$ cat src/rtl/core/irc_pkg.sv
`timescale 1ns / 1ps

package irc_pkg;

  // Line length limit; offsets live in 10-bit fields, so the limit is clamped to 1023.
  localparam int MAX_LEN   = 512;
  localparam int PARAM_MAX = 15;
  localparam int POS_W     = 10;
  localparam logic [POS_W-1:0] POS_LIMIT = (MAX_LEN > 1023) ? 10'd1023 : POS_W'(MAX_LEN);

  // Token kinds
  localparam logic [2:0] TK_PREFIX   = 3'd0;
  localparam logic [2:0] TK_COMMAND  = 3'd1;
  localparam logic [2:0] TK_MIDDLE   = 3'd2;
  localparam logic [2:0] TK_TRAILING = 3'd3;
  localparam logic [2:0] TK_END      = 3'd4;
  localparam logic [2:0] TK_ERROR    = 3'd5;

  // Command keywords
  localparam int NKEYS = 10;
  localparam logic [3:0] CMD_UNKNOWN = 4'd10;

  localparam logic [3:0] KEY_LEN [NKEYS] = '{
    4'd3, 4'd4, 4'd4, 4'd4, 4'd4, 4'd5, 4'd4, 4'd6, 4'd4, 4'd7
  };

  localparam logic [7:0] KEY_CHARS [NKEYS][8] = '{
    '{"C", "A", "P", 8'h00, 8'h00, 8'h00, 8'h00, 8'h00},
    '{"N", "I", "C", "K", 8'h00, 8'h00, 8'h00, 8'h00},
    '{"U", "S", "E", "R", 8'h00, 8'h00, 8'h00, 8'h00},
    '{"P", "A", "S", "S", 8'h00, 8'h00, 8'h00, 8'h00},
    '{"J", "O", "I", "N", 8'h00, 8'h00, 8'h00, 8'h00},
    '{"T", "O", "P", "I", "C", 8'h00, 8'h00, 8'h00},
    '{"M", "O", "D", "E", 8'h00, 8'h00, 8'h00, 8'h00},
    '{"I", "N", "V", "I", "T", "E", 8'h00, 8'h00},
    '{"K", "I", "C", "K", 8'h00, 8'h00, 8'h00, 8'h00},
    '{"P", "R", "I", "V", "M", "S", "G", 8'h00}
  };

  localparam logic [7:0] CH_CR    = 8'h0D;
  localparam logic [7:0] CH_LF    = 8'h0A;
  localparam logic [7:0] CH_SPACE = 8'h20;
  localparam logic [7:0] CH_COLON = 8'h3A;

  // Queue between parser and output stage
  localparam int QDEPTH = 4;
  localparam int QPTR_W = $clog2(QDEPTH);
  localparam int QCNT_W = $clog2(QDEPTH + 1);

  // One byte's worth of results: an optional token, then an optional end/error.
  typedef struct packed {
    logic             has_t;
    logic [2:0]       t_kind;
    logic [POS_W-1:0] t_start;
    logic [POS_W-1:0] t_end;
    logic             has_z;
    logic             z_err;
    logic [POS_W-1:0] pos;
    logic [3:0]       cmd;
    logic [3:0]       params;
    logic             trail;
  } irc_entry_t;

  typedef struct packed {
    logic full;
    logic empty;
  } irc_qstat_t;

endpackage

$ cat src/rtl/core/irc_message_line_parser_top.sv
`timescale 1ns / 1ps

// IRC line parser: feed one byte of the received buffer per request, with
// in_buffer_end on the last one. The block splits each line into prefix,
// command, middle params and trailing, reporting start/end offsets, a
// command code from a case-sensitive match of ten keywords, a running param
// count, and a message end or error request; each input byte yields zero,
// one or two results, run_last marking the final one. A byte is taken every
// cycle: the parser does its phase update and keyword compare in the cycle
// the byte arrives, and results go through a four-entry queue to a
// registered output stage that sends one result per cycle while out_stall is
// low. A byte with two results is sent as two results in turn; input stalls
// only when the queue is full. The parser returns to start of line after
// the buffer's last byte.

module irc_message_line_parser_top
  import irc_pkg::*;
(
  input  logic             clk,
  input  logic             rst_n,
  // byte requests
  input  logic             in_valid,
  output logic             in_stall,
  input  logic [7:0]       in_data_byte,
  input  logic             in_buffer_end,
  // token requests
  output logic             out_valid,
  input  logic             out_stall,
  output logic [2:0]       out_token_kind,
  output logic [POS_W-1:0] out_token_start,
  output logic [POS_W-1:0] out_token_end,
  output logic [3:0]       out_command_code,
  output logic [3:0]       out_param_count,
  output logic             out_has_trailing,
  output logic             out_run_last
);

  irc_entry_t push_entry, head;
  irc_qstat_t q_stat;
  logic       push, pop;

  // front stalls only on a full queue
  assign in_stall = q_stat.full;

  // parser: phase tracking, offsets, keyword match
  irc_front u_front (
    .clk           (clk),
    .rst_n         (rst_n),
    .in_valid      (in_valid),
    .in_data_byte  (in_data_byte),
    .in_buffer_end (in_buffer_end),
    .q_stat        (q_stat),
    .push          (push),
    .push_entry    (push_entry)
  );

  // per-byte result pairs
  irc_fifo u_fifo (
    .clk        (clk),
    .rst_n      (rst_n),
    .push       (push),
    .push_entry (push_entry),
    .pop        (pop),
    .head       (head),
    .q_stat     (q_stat)
  );

  // output stage: splits a pair into single results
  irc_back u_back (
    .clk              (clk),
    .rst_n            (rst_n),
    .head             (head),
    .q_stat           (q_stat),
    .pop              (pop),
    .out_stall        (out_stall),
    .out_valid        (out_valid),
    .out_token_kind   (out_token_kind),
    .out_token_start  (out_token_start),
    .out_token_end    (out_token_end),
    .out_command_code (out_command_code),
    .out_param_count  (out_param_count),
    .out_has_trailing (out_has_trailing),
    .out_run_last     (out_run_last)
  );

  // end/error always closes a byte's results and sits at one offset
  a_term_last : assert property (@(posedge clk) disable iff (!rst_n)
    out_valid && (out_token_kind == TK_END || out_token_kind == TK_ERROR)
    |-> out_run_last && (out_token_start == out_token_end))
    else $error("end/error result not last or has nonzero span");

  // a token that is not last must be followed by end/error of the same byte
  a_not_last_token : assert property (@(posedge clk) disable iff (!rst_n)
    out_valid && !out_run_last |-> out_token_kind != TK_END && out_token_kind != TK_ERROR)
    else $error("non-last result is a terminator");

  // trailing counts as a parameter
  a_trail_count : assert property (@(posedge clk) disable iff (!rst_n)
    out_valid && out_has_trailing |-> out_param_count != 4'd0)
    else $error("trailing flagged with zero param count");

  a_trail_flag : assert property (@(posedge clk) disable iff (!rst_n)
    out_valid && out_token_kind == TK_TRAILING |-> out_has_trailing)
    else $error("trailing token without has_trailing");

endmodule

$ cat src/rtl/core/irc_front.sv
`timescale 1ns / 1ps

module irc_front
  import irc_pkg::*;
(
  input  logic       clk,
  input  logic       rst_n,
  input  logic       in_valid,
  input  logic [7:0] in_data_byte,
  input  logic       in_buffer_end,
  input  irc_qstat_t q_stat,
  output logic       push,
  output irc_entry_t push_entry
);

  localparam logic [3:0] PH_START       = 4'd0;
  localparam logic [3:0] PH_PREFIX      = 4'd1;
  localparam logic [3:0] PH_SKIP_PREFIX = 4'd2;
  localparam logic [3:0] PH_COMMAND     = 4'd3;
  localparam logic [3:0] PH_SKIP_MID    = 4'd4;
  localparam logic [3:0] PH_MIDDLE      = 4'd5;
  localparam logic [3:0] PH_TRAILING    = 4'd6;
  localparam logic [3:0] PH_LF          = 4'd7;
  localparam logic [3:0] PH_IDLE        = 4'd8;

  logic [3:0]       phase_r, phase_nxt;
  logic [POS_W-1:0] pos_r, start_r, start_nxt;
  logic [NKEYS-1:0] match_r, match_nxt;
  logic [3:0]       cmd_r, cmd_nxt;
  logic [3:0]       params_r, params_nxt;
  logic             trail_r, trail_nxt;

  logic             acc;
  logic             is_cr, is_sp, is_colon, is_lf, last;
  logic [POS_W-1:0] pos1, cstart, off, len_f;
  logic [NKEYS-1:0] kill, match_f;
  logic [3:0]       found;
  logic             cmd_path, cmd_term, count;
  logic             t_v, z_v, z_err;
  logic [2:0]       t_kind;
  logic [POS_W-1:0] t_s, t_e;

  assign acc      = in_valid & ~q_stat.full;
  assign last     = in_buffer_end;
  assign is_cr    = (in_data_byte == CH_CR);
  assign is_sp    = (in_data_byte == CH_SPACE);
  assign is_colon = (in_data_byte == CH_COLON);
  assign is_lf    = (in_data_byte == CH_LF);
  assign pos1     = pos_r + 10'd1;

  // Keyword tracking for the command word; start is this byte when the word begins here
  assign cstart   = (phase_r == PH_COMMAND) ? start_r : pos_r;
  assign off      = pos_r - cstart;
  assign cmd_term = is_cr | is_sp;
  assign len_f    = cmd_term ? off : off + 10'd1;

  always_comb begin
    for (int k = 0; k < NKEYS; k++) begin
      kill[k] = (off >= {6'd0, KEY_LEN[k]}) || (KEY_CHARS[k][off[2:0]] != in_data_byte);
    end
    match_f = cmd_term ? match_r : (match_r & ~kill);
    found = CMD_UNKNOWN;
    for (int k = 0; k < NKEYS; k++) begin
      if (match_f[k] && (len_f == {6'd0, KEY_LEN[k]})) found = 4'(k);
    end
  end

  always_comb begin
    phase_nxt  = phase_r;
    start_nxt  = start_r;
    match_nxt  = match_r;
    cmd_nxt    = cmd_r;
    trail_nxt  = trail_r;
    cmd_path   = 1'b0;
    count      = 1'b0;
    t_v        = 1'b0;
    t_kind     = TK_PREFIX;
    t_s        = start_r;
    t_e        = pos_r;
    z_v        = 1'b0;
    z_err      = 1'b0;

    if (phase_r == PH_IDLE) begin
      // ignored until buffer end
    end else if (pos_r >= POS_LIMIT) begin
      z_v       = 1'b1;
      z_err     = 1'b1;
      phase_nxt = PH_IDLE;
    end else begin
      unique case (phase_r)
        PH_START: begin
          if (is_colon) begin
            phase_nxt = PH_PREFIX;
            start_nxt = pos1;
          end else begin
            cmd_path = 1'b1;
          end
        end
        PH_PREFIX: begin
          if (is_sp) begin
            t_v       = 1'b1;
            t_kind    = TK_PREFIX;
            phase_nxt = PH_SKIP_PREFIX;
          end
        end
        PH_SKIP_PREFIX: begin
          if (!is_sp) cmd_path = 1'b1;
        end
        PH_COMMAND: begin
          cmd_path = 1'b1;
        end
        PH_SKIP_MID: begin
          if (is_colon) begin
            phase_nxt = PH_TRAILING;
            start_nxt = pos1;
          end else if (is_cr) begin
            // space then CR: empty middle param
            t_v       = 1'b1;
            t_kind    = TK_MIDDLE;
            t_s       = pos_r;
            count     = 1'b1;
            phase_nxt = PH_LF;
          end else if (!is_sp) begin
            start_nxt = pos_r;
            phase_nxt = PH_MIDDLE;
          end
        end
        PH_MIDDLE: begin
          if (is_sp || is_cr) begin
            t_v       = 1'b1;
            t_kind    = TK_MIDDLE;
            count     = 1'b1;
            phase_nxt = is_cr ? PH_LF : PH_SKIP_MID;
          end
        end
        PH_TRAILING: begin
          if (is_cr) begin
            if (pos_r > start_r) begin
              t_v       = 1'b1;
              t_kind    = TK_TRAILING;
              count     = 1'b1;
              trail_nxt = 1'b1;
            end
            phase_nxt = PH_LF;
          end
        end
        PH_LF: begin
          z_v       = 1'b1;
          z_err     = ~is_lf;
          phase_nxt = PH_IDLE;
        end
        default: begin
          phase_nxt = PH_IDLE;
        end
      endcase

      if (cmd_path) begin
        start_nxt = cstart;
        t_s       = cstart;
        if (cmd_term) begin
          t_v       = 1'b1;
          t_kind    = TK_COMMAND;
          t_e       = pos_r;
          phase_nxt = is_cr ? PH_LF : PH_SKIP_MID;
        end else begin
          phase_nxt = PH_COMMAND;
          if (last) begin
            t_v    = 1'b1;
            t_kind = TK_COMMAND;
            t_e    = pos1;
          end
        end
        if (cmd_term || last) begin
          cmd_nxt   = found;
          match_nxt = (found < CMD_UNKNOWN) ? (NKEYS'(1) << found) : '0;
        end else begin
          match_nxt = match_f;
        end
      end

      // CR as the buffer's last byte is an error
      if (phase_nxt == PH_LF && last) begin
        phase_nxt = PH_IDLE;
        z_v       = 1'b1;
        z_err     = 1'b1;
      end

      // buffer ends mid-line: close the open token, then message end
      if (last && phase_nxt != PH_IDLE && phase_nxt != PH_LF) begin
        z_v = 1'b1;
        if (phase_nxt == PH_PREFIX) begin
          t_v    = 1'b1;
          t_kind = TK_PREFIX;
          t_s    = start_nxt;
          t_e    = pos1;
        end else if (phase_nxt == PH_MIDDLE) begin
          t_v    = 1'b1;
          t_kind = TK_MIDDLE;
          t_s    = start_nxt;
          t_e    = pos1;
          count  = 1'b1;
        end else if (phase_nxt == PH_TRAILING && pos1 > start_nxt) begin
          t_v       = 1'b1;
          t_kind    = TK_TRAILING;
          t_s       = start_nxt;
          t_e       = pos1;
          count     = 1'b1;
          trail_nxt = 1'b1;
        end
      end
    end

    params_nxt = (count && params_r < 4'(PARAM_MAX)) ? params_r + 4'd1 : params_r;
  end

  assign push = acc & (t_v | z_v);

  always_comb begin
    push_entry.has_t   = t_v;
    push_entry.t_kind  = t_kind;
    push_entry.t_start = t_s;
    push_entry.t_end   = t_e;
    push_entry.has_z   = z_v;
    push_entry.z_err   = z_err;
    push_entry.pos     = pos_r;
    push_entry.cmd     = cmd_nxt;
    push_entry.params  = params_nxt;
    push_entry.trail   = trail_nxt;
  end

  always_ff @(posedge clk) begin
    if (!rst_n || (acc && last)) begin
      phase_r  <= PH_START;
      pos_r    <= '0;
      start_r  <= '0;
      match_r  <= '1;
      cmd_r    <= CMD_UNKNOWN;
      params_r <= '0;
      trail_r  <= 1'b0;
    end else if (acc) begin
      phase_r  <= phase_nxt;
      start_r  <= start_nxt;
      match_r  <= match_nxt;
      cmd_r    <= cmd_nxt;
      params_r <= params_nxt;
      trail_r  <= trail_nxt;
      if (pos_r < POS_LIMIT) pos_r <= pos1;
    end
  end

endmodule

$ cat src/rtl/core/irc_fifo.sv
`timescale 1ns / 1ps

module irc_fifo
  import irc_pkg::*;
(
  input  logic       clk,
  input  logic       rst_n,
  input  logic       push,
  input  irc_entry_t push_entry,
  input  logic       pop,
  output irc_entry_t head,
  output irc_qstat_t q_stat
);

  irc_entry_t        mem [QDEPTH];
  logic [QPTR_W-1:0] wr_ptr_r, rd_ptr_r;
  logic [QCNT_W-1:0] count_r;

  function automatic logic [QPTR_W-1:0] ptr_inc(input logic [QPTR_W-1:0] p);
    return (p == QPTR_W'(QDEPTH - 1)) ? '0 : p + QPTR_W'(1);
  endfunction

  assign head         = mem[rd_ptr_r];
  assign q_stat.full  = (count_r == QCNT_W'(QDEPTH));
  assign q_stat.empty = (count_r == '0);

  always_ff @(posedge clk) begin
    if (push) mem[wr_ptr_r] <= push_entry;
  end

  always_ff @(posedge clk) begin
    if (!rst_n) begin
      wr_ptr_r <= '0;
      rd_ptr_r <= '0;
      count_r  <= '0;
    end else begin
      if (push) wr_ptr_r <= ptr_inc(wr_ptr_r);
      if (pop)  rd_ptr_r <= ptr_inc(rd_ptr_r);
      if (push && !pop)      count_r <= count_r + QCNT_W'(1);
      else if (!push && pop) count_r <= count_r - QCNT_W'(1);
    end
  end

endmodule

$ cat src/rtl/core/irc_back.sv
`timescale 1ns / 1ps

module irc_back
  import irc_pkg::*;
(
  input  logic             clk,
  input  logic             rst_n,
  input  irc_entry_t       head,
  input  irc_qstat_t       q_stat,
  output logic             pop,
  input  logic             out_stall,
  output logic             out_valid,
  output logic [2:0]       out_token_kind,
  output logic [POS_W-1:0] out_token_start,
  output logic [POS_W-1:0] out_token_end,
  output logic [3:0]       out_command_code,
  output logic [3:0]       out_param_count,
  output logic             out_has_trailing,
  output logic             out_run_last
);

  logic             out_valid_r, sel_z_r, sel_z_nxt, load, take_z;
  logic [2:0]       kind_r, kind_nxt;
  logic [POS_W-1:0] start_r, start_nxt, end_r, end_nxt;
  logic [3:0]       cmd_r, params_r;
  logic             trail_r, last_r, last_nxt;

  assign load   = ~q_stat.empty & (~out_valid_r | ~out_stall);
  assign take_z = ~head.has_t | sel_z_r;

  always_comb begin
    if (!take_z) begin
      kind_nxt  = head.t_kind;
      start_nxt = head.t_start;
      end_nxt   = head.t_end;
      last_nxt  = ~head.has_z;
      sel_z_nxt = head.has_z;
    end else begin
      kind_nxt  = head.z_err ? TK_ERROR : TK_END;
      start_nxt = head.pos;
      end_nxt   = head.pos;
      last_nxt  = 1'b1;
      sel_z_nxt = 1'b0;
    end
  end

  // entry leaves the queue once its final result is loaded
  assign pop = load & ~sel_z_nxt;

  always_ff @(posedge clk) begin
    if (!rst_n) begin
      out_valid_r <= 1'b0;
      sel_z_r     <= 1'b0;
    end else if (load) begin
      out_valid_r <= 1'b1;
      sel_z_r     <= sel_z_nxt;
    end else if (!out_stall) begin
      out_valid_r <= 1'b0;
    end
  end

  always_ff @(posedge clk) begin
    if (load) begin
      kind_r   <= kind_nxt;
      start_r  <= start_nxt;
      end_r    <= end_nxt;
      cmd_r    <= head.cmd;
      params_r <= head.params;
      trail_r  <= head.trail;
      last_r   <= last_nxt;
    end
  end

  assign out_valid        = out_valid_r;
  assign out_token_kind   = kind_r;
  assign out_token_start  = start_r;
  assign out_token_end    = end_r;
  assign out_command_code = cmd_r;
  assign out_param_count  = params_r;
  assign out_has_trailing = trail_r;
  assign out_run_last     = last_r;

endmodule

$ cat config.mk
export PLATFORM = sky130hd
export DESIGN_NAME = irc_message_line_parser_top
export DESIGN_NICKNAME = d
export VERILOG_FILES = /design/src/rtl/core/irc_pkg.sv /design/src/rtl/core/irc_message_line_parser_top.sv /design/src/rtl/core/irc_front.sv /design/src/rtl/core/irc_fifo.sv /design/src/rtl/core/irc_back.sv
export SDC_FILE = /design/constraint.sdc
export NUM_CORES = 1
export LEC_CHECK = 0
export BUFFER_PORTS_ARGS = -buffer_cell sky130_fd_sc_hd__buf_2
export CAP_MARGIN = 25
export CORE_AREA = 2 2 180 182
export DETAILED_ROUTE_END_ITERATION = 7
export DIE_AREA = 0 0 182 184
export PLACE_DENSITY = 0.6
export SLEW_MARGIN = 20
export SYNTH_ARGS = -nofsm -noshare
export SYNTH_HDL_FRONTEND = slang
export SYNTH_SLANG_ARGS = --single-unit
$ cat constraint.sdc
create_clock -name clk -period 6.8 [get_ports clk]
set_input_delay 0.34 -clock clk [delete_from_list [all_inputs] [get_ports clk]]
set_output_delay 0.34 -clock clk [all_outputs]
set_load 0.05 [all_outputs]
== Word level (Yosys, flattened, before mapping) ==
Memories as Yosys holds them, arrays and structs flattened. A register that Yosys moved wholly into a read port is not among the register bits.
Cells that the tools add are included.

* Register bits: 85
* Latch bits: 0
* Memory bits (writable): 180
* Memory bits (read-only): 640
* Memories: 11

{| class="wikitable"
|+ Memory list
! memory !! words !! bits a word !! rd ports !! clocked after memory_dff !! write ports !! line !! text
|-
| u_fifo.mem || 4 || 45 || 1 || 1 || 1 || irc_fifo.sv:15 || <nowiki>irc_entry_t mem [QDEPTH];</nowiki>
|-
| (name not given) || 8 || 8 || 1 || 0 || 0 || irc_front.sv:59 || <nowiki>kill[k] = (off >= {6'd0, KEY_LEN[k]}) || (KEY_CHARS[k][off[2:0]] != in_data_byte);</nowiki>
|-
| (name not given) || 8 || 8 || 1 || 0 || 0 || irc_front.sv:59 ||
|-
| (name not given) || 8 || 8 || 1 || 0 || 0 || irc_front.sv:59 ||
|-
| (name not given) || 8 || 8 || 1 || 0 || 0 || irc_front.sv:59 ||
|-
| (name not given) || 8 || 8 || 1 || 0 || 0 || irc_front.sv:59 ||
|-
| 5 more memories || -- || -- || -- || -- || -- || -- ||
|}

* $add $sub $neg: 8
* Multiply operators: 0
* Div/mod/pow operators: 0
* Magnitude comparators: 12
* Eq/ne operators: 37
* Shift-type cells: 1
* Mux-type cells: 160
* Bitwise gates (word level): 21
* Reductions and logical operators: 42

{| class="wikitable"
|+ Operator list
! cell !! count
|-
| $mux 10 || 33
|-
| $mux 8 || 20
|-
| $mux 4 || 30
|-
| $ne 8x8->1 || 10
|-
| $mux 1 || 49
|-
| $mux 3 || 14
|-
| $eq 10x3->1 const B || 4
|-
| $ge 10x3->1 const B || 4
|-
| $eq 4x3->1 const B || 7
|-
| $pmux 4 s6 || 1
|-
| $add 10x1->10 const B || 2
|-
| $gt 10x10->1 || 2
|-
| $pmux 10 s2 || 1
|-
| $logic_and 1x1->1 || 18
|-
| $eq 8x4->1 const B || 2
|-
| $eq 8x6->1 const B || 2
|-
| $mux 2 || 8
|-
| $logic_or 1x1->1 || 13
|-
| $and 10x10->10 || 1
|-
| $eq 10x2->1 const B || 1
|-
| $ge 10x10->1 const B || 1
|-
| $ge 10x2->1 const B || 1
|-
| $lt 10x10->1 const B || 1
|-
| $not 1->1 || 10
|-
| 31 further kinds || 46
|}

== Longest topological paths before layout ==
Gate-level depths: netlist (run 1).

* Word-level depth: 27
* Mapped depth: 28

== By module ==
From an unflattened synthesis (run 1), not the netlist that was laid out.

* Cells, all modules: 1275
* Area, all modules: 14940.6 um2

{| class="wikitable"
|+ By module, submodules not included
! module !! times used !! cells an instance !! area each (um2) !! sequential area each (um2)
|-
| irc_fifo || 1 || 279 || 7011.7 || 5585.4
|-
| irc_front || 1 || 926 || 6495.0 || 860.8
|-
| irc_back || 1 || 70 || 1433.9 || 1031.0
|}

== Least setup slack after synthesis (run 1) ==
OpenSTA, ideal clock, no wires.

* Path type: input-to-reg
* Start point: in in_data_byte[4]
* End point: mem u_fifo.mem[0][0] (netlist name) (enable)
* Arrival time: 5464 ps
* Required time: 6394 ps
* Path slack: 930 ps
* Cell stages on the path: 21
* Path through: clkbuf_1 > nor3_1 > nand3_1 > nand2_1 > clkbuf_1 > clkbuf_1 > nor2_1 > nand2_1 > a21oi_1 > a22o_1 > a222oi_1 > ha_1 > nand4_1 > nor2_1 > nand3_1 > nand2_1 > nor4b_1 > nor2_1 > a41oi_1 > o21a_1 > and2_1

{| class="wikitable"
|+ RTL lines
! what !! line !! text
|-
| start, declared || irc_message_line_parser_top.sv:24 || <nowiki>input logic [7:0] in_data_byte,</nowiki>
|-
| end, declared || irc_fifo.sv:15 ||
|}

==> flow_summary.ini, run 1 <==
[clocking]
post_cts_buffers = 0
cts.repair.resized = 0
htree_num_levels = 1
cts-buffers-inserted = 27
clock_latency_ns = 0.52
cts.sinks = 263
cts_hold_buf = 0
cts_root_buf = clkbuf_16
cts.clk_slew.worst_paths_ns = 0.06
clk_path_buf_depth = 3
cts_tree = built

[global_route]
grt_usage_pct = 21.4
grt_first_pass_wirelength_mm = 56.9
antenna_found_initial = 0
overflow = 0
grt_max_degree = 46
grt_pass1_vias = 10100

[timing]
slew_violations = 0
fin_worst_skew_ns = 0.0160
worst_pin_slew_ns = 0.992
max_clock_freq_mhz = 168
hold_viol_final = 0
finalCritPeriodShare_pct = 87.3
min_period_ns = 5.94
slew-limit-headroom_pct = 33.9
tns_ns = 0
rsz0062_at_grt = no
setup_viol = 0

[setup_path]
cp-end-kind = flip-flop
start_kind = flip-flop
crit_chain = buf_4 -> and3_1 -> and3_1 -> and3_1 -> and3_1 -> inv_1 -> a22o_1 -> a222oi_1 -> ha_1 -> nand4_1 -> nor2_1 -> a21oi_1 -> o211ai_1 -> nor4b_1 -> nor2_1 -> a41oi_1 -> o21a_1 -> ha_1 -> inv_1 -> fa_1 -> xor2_1 -> or3_1 -> a21boi_0
cp_max_fo = 15
cp_slowest_stage_delay_ns = 0.51
cp.buffers_inverters = 3
crit_type = flip-flop to flip-flop
arrival_ns = 6.38
crit_slowest_cell = a222oi_1
path_delay_family = simple AND/OR/NAND/NOR gates
cpMostUsedCell = and3_1
cp.required_ns = 7.24

[finish]
syn_to_final_growth_pct = 12.5
final_area_um2 = 15900
num-nets-final = 1353
final_layout_size_suffix_gt1_share_pct = 16.4
antenna_cells = 0
nFillCells = 2802

[synth]
syn_avg_cell_area_um2 = 11.3
dominantRegCellSynth = edfxtp_1
synth_area_leaders = edfxtp_1 (45%), dfxtp_1 (7.7%), mux4_2 (6.9%), ha_1 (4.0%), nand2_1 (3.9%)
yosysTopAreaCellShare_pct = 44.5
synth_enable_flop_cells = 209
synth_top_cell_by_area = edfxtp_1
synthArstFlopShare_pct = 0
yosysWarningCount = 0
synth-seq-cells = 263
syn_area_um2 = 14100
syn_inst = 1246
ys_types = 90
syn_nets = 1305
yosysSeqAreaShare_pct = 52.2

[drt]
vias = 10200
firstDrtPassIters = 5
wl_mm = 35.2
drt_iter0_drc = 765
avgRoutedWirePerCell_um = 20.5
drtAntennaViolNets = 0
via_per_inst = 5.92
drcViolationCount = 0

[placement]
place_area_um2 = 15000
hpwl_mm = 24.3
place_congestion = 0.946
port_buffers = 47

[floorplanning]
die_w_um = 182
die_y_um = 184
start_util_pct = 44.9
pin_count = 48
fp.dieArea_um2 = 33500
coreArea_um2 = 31400
rows = 65

[outcome]
outcome = finished, final reports clean

[pwr]
total_power_mw = 5.70
ir_worst_vdd_mv = 0.180
p_leak_nw = 5.65
p_per_area_nw_per_um2 = 359

[min_path]
hp-class = primary input to flip-flop

[flow_run]
cap_violations = 0
-- layout make-up --
cell class                 count  area, um^2  share of cell area (%)
clock inverter                12         105                   0.663
timing repair buffer          96         651                    4.10
sequential                   263        7360                    46.4
multi-input combinational    866        6310                    39.8
inverter                      40         150                   0.947
tap                          402         503                    3.17
clock buffer                  37         776                    4.89
-- per-layer routing --
layer	up-vias	GRT usage, %	share of wire, %
met2	293	34.8	46
met5	-	0	0
met3	59	2.58	4.8
li1	4817	-	-
met4	0	7.39	2.9
met1	4986	29.9	46
-- worst reg2reg max path: cells and delay by family (launching register included) --
family	cells	cell delay [ns]
compound gates	7	1.76
xor+xnor	1	0.18
flops	1	0.31
buf+inv	3	0.37
simple gates	9	2.33
fa+ha+maj	3	0.89
-- stage by stage --
step	setup WS (ns)	std cells	utilization (%)	hold WS, ns
floorplan	0.930	1246	-	0.448
CTS	0.857	1715	50.5	0.103
finish	0.864	1716	50.5	0.120
global placement	0.753	1666	47.7	0.475
detailed placement	0.634	1666	47.7	0.490
global route	0.372	1716	50.5	0.110
-- sequential cells by signal, indices dropped and copies added, names as in the netlist, 3 cells and up, named ones only --
name                     flops
u_front.params_r             4
u_back.out_param_count       4
u_back.out_token_kind        3
u_back.out_token_end        10
u_fifo.mem                 176
u_front.match_r             10
u_back.out_token_start      10
u_front.cmd_r                4
u_back.out_command_code      4
u_fifo.count_r               3
u_front.phase_r              4
u_front.start_r             10
u_front.pos_r               10
-- power breakdown --
group	total (mW)	leakage (nW)	internal [mW]	switching (mW)
logic	2.06	2.85	0.661	1.40
clock network	1.45	0.431	0.841	0.604
registers	2.19	2.36	2.10	0.0941
-- path summary, 6_finish.rpt --
path	start	end	slack [ns]	cells past startpoint
worst min register to register	u_front.trail_r	u_front.trail_r	0.51	1
worst max register to register	u_front.pos_r[2]	u_fifo.count_r[2]	0.86	23
worst max-delay path	u_front.pos_r[2]	u_fifo.count_r[2]	0.86	23
worst min-delay path	out_stall	u_back.out_valid	0.12	3
-- synth_stat cells, drive strengths merged (9+ instances only) --
cell	count
a211oi	17
a21oi	71
a31oi	9
and2	21
and3	13
buf	16
clkbuf	61
dfxtp	54
edfxtp	209
ha	45
inv	39
mux2i	14
mux4	43
nand2	148
nand2b	14
nand3	39
nand4	15
nor2	80
nor2b	12
nor3	27
o211ai	9
o21ai	51
o31ai	11
or3	10
xnor2	29
xor2	29
-- cells by family after synthesis --
kind of cell	count (synthesis)	synth area share [%]
and+or+nand+nor	425	15.0
AOI/OAI and AO/OA	273	13.4
DFF	263	52.2
buffers and inverters	117	3.26
muxes	64	8.45
xor gates and xnor gates	58	3.60
adders and majority gates	46	4.14
-- cells in the final DEF (no fill, tap or decap), types with 13 or more instances in the layout --
cell       Yosys  layout
edfxtp_1     209     209
nand2_1      146     146
nor2_1        80      80
a21oi_1       70      69
dfxtp_1       54      52
o21ai_0       49      49
buf_2          6      48
ha_1          45      45
buf_4          1      44
mux4_2        43      43
nand3_1       39      39
inv_1         38      38
xor2_1        29      29
xnor2_1       29      29
clkbuf_16      0      29
nor3_1        27      27
and2_1        20      16
nand4_1       15      15
nand2b_1      14      14
mux2i_1       14      14
a211oi_1      16      14
and3_1        13      13
Note: power is estimated with default switching activity, not from simulation.
==> run 2, diff against run 1 <==
Settings changed: TNS_END_PERCENT set to 5.
Clock period 6.8 ns to 6 ns, I/O delays scaled along.
==> flow_summary.ini, run 2 (synthesis results as in run 1) <==
[drt]
drcViolationCount = 0
top_layer_used = met4
vias = 10300
drt_iter0_drc = 841
avgRoutedWirePerCell_um = 20.4
drtAntennaViolNets = 0
wl_mm = 35.7
met3_length_mm = 1.46
via_per_inst = 5.90
drt-met1-wl_mm = 16.6
dr_wl_met2_mm = 16.8
firstDrtPassIters = 5

[timing]
tns_ns = 0
worst_pin_slew_ns = 0.998
setup_slack_ns = 0.440
min_period_ns = 5.56
slew-limit-headroom_pct = 33.2
slew_violations = 0
rsz0062_at_grt = no
timing.hold.ws_ns = 0.0776
finalCritPeriodShare_pct = 92.7
setup_viol = 0
fin_worst_skew_ns = 0.0113
max_clock_freq_mhz = 180
hold_viol_final = 0

[floorplanning]
rows = 65
start_util_pct = 44.9
fp.dieArea_um2 = 33500
coreArea_um2 = 31400
die_y_um = 184
die_w_um = 182
pin_count = 48

[finish]
multi_input_area_um2 = 6320
post-route-util_pct = 51.5
nFillCells = 2759
final_layout_size_suffix_gt1_share_pct = 18.6
largest_register_ffs = 176
antenna_cells = 0
num-nets-final = 1385
regMostFlops = u_fifo.mem
final_common_cell = edfxtp_1
syn_to_final_growth_pct = 14.8
ff_latch_area_um2 = 7360
final_cell_mix = edfxtp_1 (209), nand2_1 (146), nor2_1 (80), buf_4 (75), a21oi_1 (69)

[global_route]
grt_max_degree = 46
antenna_found_initial = 0
grt_usage_pct = 21.5
overflow = 0
grt_first_pass_wirelength_mm = 57.0
grt_pass1_vias = 10000

[outcome]
outcome = finished, final reports clean

[clocking]
cts-buffers-inserted = 27
cts.sinks = 263
cts_root_buf = clkbuf_16
htree_num_levels = 1
post_cts_buffers = 0
clk_path_buf_depth = 3
cts.clk_slew.worst_paths_ns = 0.06
cts_tree = built
cts_hold_buf = 0
clock_latency_ns = 0.51

[pwr]
p_leak_nw = 5.85
p_per_area_nw_per_um2 = 407
ir_worst_vdd_mv = 0.195

[placement]
hpwl_mm = 24.8
dp_slack_ns = 0.141
place_congestion = 0.975
port_buffers = 47

[setup_path]
start_kind = flip-flop
cp_max_fo = 16
r2r_cells = 17
cp.required_ns = 6.45
cp-end-kind = flip-flop
arrival_ns = 6.01
crit_type = flip-flop to flip-flop

[min_path]
hold-path-cell-count = 3
hp-class = primary input to flip-flop

[flow_run]
cap_violations = 0
[run 2: what timing repair did]
action / 4_1_cts / 5_1_grt
resized for setup: 0 / 1
setup endpoints to repair: 0 / 1
hold endpoints to repair: 0 / 0
[run 2: worst max-delay path, stage by stage, from the launching register on]
cell and delay (ns):
dfxtp_1 0.62, nor4bb_4 0.74, nand2_1 0.10, o21ai_0 0.15
ha_1 0.26, inv_1 0.06, ha_1 0.23, and2_1 0.22
a2111oi_2 0.29, o31ai_1 0.15, xnor2_1 0.28, o211ai_2 0.25
or3_4 0.45, a211oi_4 0.48, nand2_2 0.16, o41ai_4 0.46
or4b_1 0.48, nand3_1 0.10
[run 2: worst paths after layout]
check	endpoint	from	slack, ns
max	u_front.match_r[5]	u_front.phase_r[1]	0.44
min reg2reg	u_back.sel_z_r	u_back.sel_z_r	0.50
max reg2reg	u_front.match_r[5]	u_front.phase_r[1]	0.44
min	u_back.out_valid	out_stall	0.08
[run 2: metrics by stage]
step / cell area, um^2 / cells / total power [mW]
2_1_floorplan: 14100 / 1246 / 4.22
3_3_place_gp: 15200 / 1697 / 4.86
3_5_place_dp: 15200 / 1697 / 4.88
4_1_cts: 16100 / 1746 / 6.62
5_1_grt: 16200 / 1748 / 6.93
6_report: 16200 / 1748 / 6.59
[run 2: area by class of cell]
type / instances / area share (%)
clock buffers: 35 / 4.68
clock inverters: 14 / 1.08
inverters: 40 / 0.928
multi-input cells: 866 / 39.1
flip-flops and latches: 263 / 45.5
well taps: 402 / 3.11
repair buffers: 128 / 5.64
[run 2: routing by layer]
metal | GRT usage, % | up-vias
li1 | - | 4878
met2 | 35.4 | 279
met4 | 6.48 | 0
met3 | 1.96 | 61
met5 | 0 | -
met1 | 30.4 | 5088
[run 2: report_power, final]
| group | total [mW] | switching, mW | internal, mW | leakage [nW] |
|---|---|---|---|---|
| logic | 2.35 | 1.56 | 0.789 | 3.02 |
| registers | 2.51 | 0.133 | 2.38 | 2.36 |
| clock network | 1.73 | 0.670 | 1.06 | 0.467 |
| total | 6.59 | 2.36 | 4.23 | 5.85 |
==> run 3, diff against run 2 <==
Settings changed: MAX_ROUTING_LAYER set to met4.
==> flow_summary.ini, run 3 (synthesis results as in run 1) <==
[clocking]
cts_tree = built
cts.sinks = 263
cts_root_buf = clkbuf_16
clk_path_buf_depth = 3
cts.clk_slew.worst_paths_ns = 0.06
htree_num_levels = 1
cts-buffers-inserted = 26
cts.repair.resized = 0
post_cts_buffers = 0
clock_latency_ns = 0.52
cts_hold_buf = 0

[timing]
worst_pin_slew_ns = 0.971
hold_viol_final = 0
tns_ns = 0
setup_viol = 0
rsz0062_at_grt = no
max_clock_freq_mhz = 180
fin_worst_skew_ns = 0.0145
slew_violations = 0
finalCritPeriodShare_pct = 92.8
setup_slack_ns = 0.429
slew-limit-headroom_pct = 35.1
min_period_ns = 5.57

[setup_path]
rrSetupSlack_ns = 0.43
r2r_start = u_front.phase_r[0]
crit_type = flip-flop to flip-flop
start_kind = flip-flop
arrival_ns = 6.01
cp.required_ns = 6.44
setup.worst_path.start = u_front.phase_r[0]
r2r-end = u_fifo.count_r[2]
r2r_cells = 21
crit_end = u_fifo.count_r[2]
cp_max_fo = 17
cp-end-kind = flip-flop

[outcome]
outcome = finished, final reports clean

[placement]
place_area_um2 = 15200
place_congestion = 0.968
port_buffers = 47
dp_slack_ns = 0.311
hpwl_mm = 25.7

[drt]
firstDrtPassIters = 5
drt_iter0_drc = 885
drtAntennaViolNets = 0
via_per_inst = 5.90
wl_mm = 36.2
avgRoutedWirePerCell_um = 20.7
drcViolationCount = 0
vias = 10300

[finish]
final_common_cell = edfxtp_1
final_area_um2 = 16100
syn_to_final_growth_pct = 14.1
num-nets-final = 1383
regMostFlops = u_fifo.mem
final_cell_mix = edfxtp_1 (209), nand2_1 (146), nor2_1 (80), buf_4 (75), a21oi_1 (69)
largest_register_ffs = 176
final_layout_size_suffix_gt1_share_pct = 18.4
antenna_cells = 0
nFillCells = 2802

[global_route]
grt_max_degree = 45
grt_pass1_vias = 9907
grt_use_met3_pct = 2.06
overflow = 0
met2_usage_pct = 36.2
grt_util_met1_pct = 29.8
grt_first_pass_wirelength_mm = 56.8
grt_usage_pct = 22.2
busiest_layer = met2
antenna_found_initial = 0

[pwr]
ir_worst_vdd_mv = 0.156
p_leak_nw = 5.80
p_per_area_nw_per_um2 = 402

[floorplanning]
die_w_um = 182
pin_count = 48
start_util_pct = 44.9
rows = 65
coreArea_um2 = 31400
die_y_um = 184
fp.dieArea_um2 = 33500

[min_path]
hp-class = primary input to flip-flop

[flow_run]
cap_violations = 0
==> run 3: worst min path at each step <==
stage               slack (ns)  cells past startpoint                 end       startpoint
finish                    0.07                      3    u_back.out_valid        out_stall
global route               0.1                      3    u_back.out_valid        out_stall
CTS                       0.06                      3    u_back.out_valid        out_stall
detailed placement        0.48                      1     u_front.trail_r  u_front.trail_r
global placement          0.47                      1     u_front.trail_r  u_front.trail_r
floorplan                 0.45                      2  u_fifo.wr_ptr_r[1]            rst_n
==> run 3: through the flow <==
stage          power, mW  util [%]  hold slack [ns]  std cells
6_report            6.47      51.2           0.0739       1746
5_1_grt             6.81      51.2           0.0969       1746
4_1_cts             6.52      51.2           0.0564       1744
3_5_place_dp        4.90      48.4            0.484       1696
3_3_place_gp        4.88      48.4            0.475       1696
2_1_floorplan       4.22         -            0.448       1246
==> run 3: per-layer routing <==
metal  part of all wire, %  wire (um)  vias to the layer above
li1                      -          -                     4868
met1                    45      16400                     5070
met4                   2.5        906                        0
met3                   4.6       1680                       63
met2                    48      17300                      298
met5                     0          0                        -
==> run 3: power breakdown <==
part           internal [mW]  switching, mW  leakage [nW]  total (mW)
Clock                  0.962          0.657         0.433        1.62
Sequential              2.38          0.142          2.36        2.52
Combinational          0.780           1.55          3.00        2.33
==> run 3: final cells by class <==
type | instances | area, um^2 | area share (%)
clock inverters | 12 | 118 | 0.731
inverters | 40 | 150 | 0.934
repair buffers | 127 | 886 | 5.51
flip-flops and latches | 263 | 7360 | 45.8
multi-input cells | 866 | 6310 | 39.3
well taps | 402 | 503 | 3.13
clock buffers | 36 | 749 | 4.66
==> run 3: worst max-delay path: stages, from the launching register on <==
cell and delay (ns):
dfxtp_1 0.61, o41ai_1 0.19, a211oi_2 0.85, buf_4 0.36
nor3_1 0.10, a22o_1 0.20, a222oi_1 0.40, ha_1 0.22
a21o_1 0.11, a21oi_1 0.06, o211ai_1 0.09, nor4b_1 0.27
buf_4 0.18, nor2_1 0.05, a41oi_1 0.25, o21a_1 0.20
ha_1 0.20, inv_1 0.07, fa_1 0.43, xor2_1 0.17
or3_1 0.30, a21boi_0 0.17
